[src/rtl/dnsq_pkg.sv]
// dnsq_pkg: beat types, register indexes and byte constants for the dns question encoder
// depends on nothing; imported by dns_question_encoder_core and its checker
`timescale 1ns / 1ps

package dnsq_pkg;

  typedef struct packed {
    logic [7:0] name_char;
    logic       is_final_char;
  } name_item_t;

  typedef struct packed {
    logic [8:0] write_offset;
    logic [7:0] write_byte;
    logic       run_end;
    logic [8:0] question_length;
    logic [1:0] error_code;
  } wr_item_t;

  localparam logic [1:0] CFG_QUERY_TYPE   = 2'd0;
  localparam logic [1:0] CFG_QUERY_CLASS  = 2'd1;
  localparam logic [1:0] CFG_EDNS0_ENABLE = 2'd2;

  localparam logic [1:0] ERR_OK         = 2'd0;
  localparam logic [1:0] ERR_LONG_LABEL = 2'd1;
  localparam logic [1:0] ERR_DROPPED    = 2'd2;

  localparam logic [7:0] DOT_CHAR  = 8'h2E;
  localparam logic [7:0] MAX_LABEL = 8'd63;

  // tail write sequence after the final character
  localparam logic [4:0] TAIL_LABEL      = 5'd0;
  localparam logic [4:0] TAIL_TERM       = 5'd1;
  localparam logic [4:0] TAIL_TYPE_HI    = 5'd2;
  localparam logic [4:0] TAIL_TYPE_LO    = 5'd3;
  localparam logic [4:0] TAIL_CLASS_HI   = 5'd4;
  localparam logic [4:0] TAIL_CLASS_LO   = 5'd5;
  localparam logic [4:0] TAIL_OPT_FIRST  = 5'd6;
  localparam logic [4:0] TAIL_LAST_EDNS  = 5'd16;

  localparam logic [8:0] TAIL_LEN_BASE = 9'd6;
  localparam logic [8:0] TAIL_LEN_EDNS = 9'd17;

  // edns0 opt record: 00 00 29 10 00 00 00 00 00 00 00
  function automatic logic [7:0] opt_byte(input logic [3:0] idx);
    logic [7:0] b;
    case (idx)
      4'd2:    b = 8'h29;
      4'd3:    b = 8'h10;
      default: b = 8'h00;
    endcase
    return b;
  endfunction

endpackage

[src/rtl/dns_question_encoder_core.sv]
// dns_question_encoder_core: streaming qname label encoder with question tail writer
// depends on dnsq_pkg
`timescale 1ns / 1ps

// Takes one name character per beat and answers with addressed byte writes of the
// question section in wire form. A non-final character is taken every cycle unless the
// result register is stalled, and gives one write in the next cycle through that single
// result register. A final character gives 7 writes, or 18 with EDNS0, one per cycle
// from the tail sequencer while the result side does not stall; no character is taken
// while those are emitted. Configuration is read when the tail is emitted.
module dns_question_encoder_core
  import dnsq_pkg::*;
#(
  parameter int MAX_NAME_CHARS = 255
) (
  input  logic       clk,
  input  logic       rst,
  input  logic       name_valid,
  output logic       name_ready,
  input  name_item_t name_item,
  output logic       wr_valid,
  input  logic       wr_ready,
  output wr_item_t   wr_item,
  input  logic       cfg_we,
  input  logic [1:0] cfg_index,
  input  logic [15:0] cfg_data
);

  logic [15:0] query_type;
  logic [15:0] query_class;
  logic        edns0_enable;
  logic [7:0]  chars_taken;
  logic [7:0]  label_start;
  logic [7:0]  label_length;
  logic        tail_active;
  logic [4:0]  tail_idx;

  logic       out_free;
  logic       name_fire;
  logic       out_load;
  logic       dropped;
  logic       is_dot;
  logic       tail_last;
  logic [1:0] label_err;
  logic [8:0] n9;
  wr_item_t   char_wr;
  wr_item_t   tail_wr;
  wr_item_t   wr_item_next;

  assign out_free   = !wr_valid || wr_ready;
  assign name_ready = !tail_active && out_free;
  assign name_fire  = name_valid && name_ready;
  assign out_load   = out_free && (tail_active || name_fire);

  assign dropped   = chars_taken >= 8'(MAX_NAME_CHARS);
  assign is_dot    = name_item.name_char == DOT_CHAR;
  assign label_err = (label_length > MAX_LABEL) ? ERR_LONG_LABEL : ERR_OK;
  assign n9        = {1'b0, chars_taken};
  assign tail_last = tail_idx == (edns0_enable ? TAIL_LAST_EDNS : TAIL_CLASS_LO);

  // write for the character itself
  always_comb begin
    char_wr = '0;
    if (dropped) begin
      char_wr.write_offset = {1'b0, label_start};
      char_wr.write_byte   = label_length;
      char_wr.error_code   = ERR_DROPPED;
    end else if (is_dot) begin
      char_wr.write_offset = {1'b0, label_start};
      char_wr.write_byte   = label_length;
      char_wr.error_code   = label_err;
    end else begin
      char_wr.write_offset = n9 + 9'd1;
      char_wr.write_byte   = name_item.name_char;
    end
  end

  // tail writes: last label length, terminator, type, class, opt record
  always_comb begin
    tail_wr = '0;
    tail_wr.write_offset = n9 + 9'(tail_idx);
    case (tail_idx)
      TAIL_LABEL: begin
        tail_wr.write_offset = {1'b0, label_start};
        tail_wr.write_byte   = label_length;
        tail_wr.error_code   = label_err;
      end
      TAIL_TERM:     tail_wr.write_byte = 8'h00;
      TAIL_TYPE_HI:  tail_wr.write_byte = query_type[15:8];
      TAIL_TYPE_LO:  tail_wr.write_byte = query_type[7:0];
      TAIL_CLASS_HI: tail_wr.write_byte = query_class[15:8];
      TAIL_CLASS_LO: tail_wr.write_byte = query_class[7:0];
      default:       tail_wr.write_byte = opt_byte(4'(tail_idx - TAIL_OPT_FIRST));
    endcase
    if (tail_last) begin
      tail_wr.run_end         = 1'b1;
      tail_wr.question_length = n9 + (edns0_enable ? TAIL_LEN_EDNS : TAIL_LEN_BASE);
    end
  end

  assign wr_item_next = tail_active ? tail_wr : char_wr;

  always_ff @(posedge clk) begin
    if (out_load) begin
      wr_item <= wr_item_next;
    end
  end

  always_ff @(posedge clk) begin
    if (rst) begin
      query_type   <= 16'd1;
      query_class  <= 16'd1;
      edns0_enable <= 1'b0;
      chars_taken  <= '0;
      label_start  <= '0;
      label_length <= '0;
      tail_active  <= 1'b0;
      tail_idx     <= '0;
      wr_valid     <= 1'b0;
    end else begin
      if (cfg_we) begin
        case (cfg_index)
          CFG_QUERY_TYPE:   query_type   <= cfg_data;
          CFG_QUERY_CLASS:  query_class  <= cfg_data;
          CFG_EDNS0_ENABLE: edns0_enable <= cfg_data[0];
          default: ;
        endcase
      end

      if (out_load) begin
        wr_valid <= 1'b1;
      end else if (wr_ready) begin
        wr_valid <= 1'b0;
      end

      if (name_fire) begin
        if (!dropped) begin
          chars_taken <= chars_taken + 8'd1;
          if (is_dot) begin
            label_start  <= chars_taken + 8'd1;
            label_length <= '0;
          end else begin
            label_length <= label_length + 8'd1;
          end
        end
        if (name_item.is_final_char) begin
          tail_active <= 1'b1;
          tail_idx    <= TAIL_LABEL;
        end
      end else if (tail_active && out_free) begin
        if (tail_last) begin
          tail_active  <= 1'b0;
          chars_taken  <= '0;
          label_start  <= '0;
          label_length <= '0;
        end else begin
          tail_idx <= tail_idx + 5'd1;
        end
      end
    end
  end

endmodule

[config.mk]
export PLATFORM = sky130hd
export DESIGN_NAME = dns_question_encoder_core
export DESIGN_NICKNAME = d
export VERILOG_FILES = /design/src/rtl/dnsq_pkg.sv /design/src/rtl/dns_question_encoder_core.sv
export SDC_FILE = /design/constraint.sdc
export NUM_CORES = 1
export LEC_CHECK = 0
export ABC_AREA = 1
export BUFFER_PORTS_ARGS = -buffer_cell sky130_fd_sc_hd__buf_4
export CORE_ASPECT_RATIO = 1.4
export CORE_MARGIN = 8
export CORE_UTILIZATION = 30
export CTS_CLUSTER_SIZE = 16
export DETAILED_ROUTE_END_ITERATION = 6
export GPL_ROUTABILITY_DRIVEN = 1
export SYNTH_ARGS = -nofsm -noshare
export SYNTH_HDL_FRONTEND = slang
export SYNTH_SLANG_ARGS = --single-unit
[constraint.sdc]
create_clock -name clk -period 1.8 [get_ports clk]
set_input_delay 0.18 -clock clk [delete_from_list [all_inputs] [get_ports clk]]
set_output_delay 0.18 -clock clk [all_outputs]
set_load 0.005 [all_outputs]
==> impl_metrics.toml <==
[cts]
clock_latency_ns = 0.35
h-tree-depth = 3
cts.reportedPaths.clkPinSlew_ns = 0.07
cts_tree = "built"
tritoncts_num_sinks = 93
cts_made_buffers = 9
clock_path_buffers = 2
root_buffer = "clkbuf_16"

[detailed_routing]
firstDrtPassIters = 7
wirelength_um = 15600
via_per_inst = 4.73
vias = 5178
ant_nets = 0
remaining_drc_errors = 0
drt-initial-drc-count = 325
wire_per_inst_um = 14.2

[power_and_ir_drop]
combPwrFrac_pct = 20.5
clkPwrFrac_pct = 33.9
p_seq_share_pct = 45.6
power.internal_mw = 3.74
ir_drop_mv = 0.439
power.density_mw_per_mm2 = 759
p_leak_nw = 3.07
switching_share_pct = 29.1
switching_power_mw = 1.53

[yosys]
syn_avg_cell_area_um2 = 7.11
yosysTopAreaCell = "dfxtp_1"
synthAdderAreaFrac_pct = 4.59
synth-simple-area-share_pct = 30.4
synth_seq_area_share_pct = 41.1
synth_top_family_by_area = "simple AND/OR/NAND/NOR gates"
synth_fp_nets = 786
synth-seq-cells = 93
synth.cell_area_mm2 = 0.00524
synthFlopType = "dfxtp_1"
synth_top_cell_area_share_pct = 24.5
synth-compound-area-share_pct = 13.9
synthArstFlopShare_pct = 0
synthDistinctLibCells = 36
synth-xor-area-share_pct = 0.669
synth_edf_count = 29
synth_area_leaders = "dfxtp_1 24%, edfxtp_1 17%, nand2_1 12%, nor2_1 7.6%, o21ai_0 6.6%"
synth_mux_area_share_pct = 0
syn_inst = 736
yosysWarningCount = 0

[floorplanning]
ios = 63
dieArea_mm2 = 0.0220
row_count = 57
core_region_area_mm2 = 0.0173
fp.dieW_um = 128
dieHeight_um = 172
initial_utilization_pct = 30.3

[global_routing]
grt_pass1_vias = 4926
track_usage_pct = 14.1
antenna_found_initial = 0
grt_pass1_wl_um = 24500
overflow = 0
grt_max_degree = 23

[worst_setup_path]
path_max_fanout = 3
slowest_stage = "dfxtp_4"
cp.arrival_ns = 1.91
slowest_delay_ns = 0.37
start_kind = "register"
critical_path_buf_inv_count = 2
end_kind = "register"
critPathRequiredTime_ns = 1.91
path_class = "reg -> reg"
crit_chain = "ha_4 > inv_2 > fa_2 > inv_2 > nand2_4 > a21oi_4 > nand2_2 > nand3_2 > nand2_1 > o21bai_1 > nand2_1"
crit_family = "adder cells"
r2r_slack_ns = -0.001

[cells_and_area]
multi_input_area_mm2 = 0.00284
layout_commonest_cell = "nand2_1"
final-seq-area_mm2 = 0.00217
drive_gt1_share_pct = 27.0
antennaDiodeCount = 0
mostFrequentLayoutCells = "157 x nand2_1, 125 x buf_4, 100 x nor2_1"
area_delta_synth_final_pct = 32.7
nFillCells = 1884
fin_cells = 1094
fin_nets = 903

[timing]
finalSetupViolCount = 1
rsz0062_at_grt = "yes"
fin_skew_ns = 0.0102
worst_pin_slew_ns = 0.464
worst_slack_ns = -0.00140
drv_slew = 0
max_freq_mhz = 555
hold_viol = 0
slew_headroom_pct = 69.0
fin_crit_sh_pct = 100
min_period_ns = 1.80

[job]
maxCapViolCount = 0

[status]
violations = "setup timing"
status = "finished with violations"

[placed_design]
place.gp.congestion = 0.896
port-buffer-count = 62
dp_cells = 1066
dp_slack_ns = -0.0827
hpwl_um = 11600

[worst_hold_path]
hold_path_class = "in -> reg"
path summary, 6_finish.rpt:
kind | startpoint | to | cells past startpoint
max | chars_taken[0] | wr_item[26] | 11
min | cfg_data[0] | query_class[0] | 3
max reg2reg | chars_taken[0] | wr_item[26] | 11
min reg2reg | query_class[14] | query_class[14] | 2
metrics by stage:
stage | utilization, % | hold WS, ns | power [mW] | setup TNS (ns) | instance area (um2)
4_1_cts | 39.0 | 0.0708 | 5.26 | 0 | 6730
6_report | 40.2 | 0.0790 | 5.27 | -0.00140 | 6950
3_3_place_gp | 36.5 | 0.417 | 3.40 | -0.440 | 6300
3_5_place_dp | 36.5 | 0.432 | 3.41 | -1.10 | 6300
5_1_grt | 40.2 | 0.0833 | 5.55 | -0.273 | 6950
2_1_floorplan | - | 0.293 | 2.97 | 0 | 5250
metal layers:
layer / up-vias / global-route usage [%] / routed length, um
met1: 2385 / 14.8 / 5990
met3: 38 / 2.84 / 595
li1: 2638 / - / -
met2: 117 / 26.4 / 8450
met4: 0 / 6.69 / 531
met5: - / 0 / 0
cell usage after synthesis, types with 6 or more instances:
master    instances
inv_1            86
nand3_1          52
a21oi_1          46
o211ai_1          6
dfxtp_1          64
nor2_1          106
ha_1             16
nand2_1         168
clkbuf_1         13
nand4_1          13
o21ai_0          69
nand2_2           6
edfxtp_1         29
tightest hold or removal path: stages:
cell and delay, ns:
buf_4 0.10, nand2_1 0.05, nand3_1 0.06
state kept, by name, summed over array words and instances, names as in the netlist:
register / cells
wr_item: 29
query_class: 16
query_type: 16
chars_taken: 8
label_length: 8
label_start: 8
tail_idx: 5
edns0_enable: 1
tail_active: 1
wr_valid: 1
what timing repair did:
item / CTS / global route
setup endpoints to repair: 32 / 41
cloned: 0 / 1
setup buffers: 6 / 6
pin swaps: 14 / 20
gates resized for setup: 30 / 57
hold buffers: 0 / 0
area by class of cell:
cell class,instances,share of cell area [%]
clock buffers,12,3.40
inverters,92,5.06
flip-flops and latches,93,31.2
clock inverters,4,0.468
well taps,236,4.25
multi-input cells,526,40.9
repair buffers,131,14.7
power groups by stage:
| stage | Combinational [mW] | Clock (mW) | Sequential, mW |
|---|---|---|---|
| floorplan | 0.526 | 0 | 2.44 |
| global route | 1.20 | 1.93 | 2.42 |
| global placement | 0.960 | 0 | 2.44 |
| finish | 1.08 | 1.79 | 2.40 |
| detailed placement | 0.966 | 0 | 2.45 |
| CTS | 1.02 | 1.84 | 2.40 |
kinds of logic (layout without fill, tap and decap cells):
kind of cell,count (synthesis),after routing
AO/OA/AOI/OAI,137,137
AND/OR/NAND/NOR,366,367
flip-flops,93,93
adder cells (fa/ha/maj),18,18
XOR/XNOR,4,4
buffers and inverters,118,239
(Power assumes the default switching activity.)
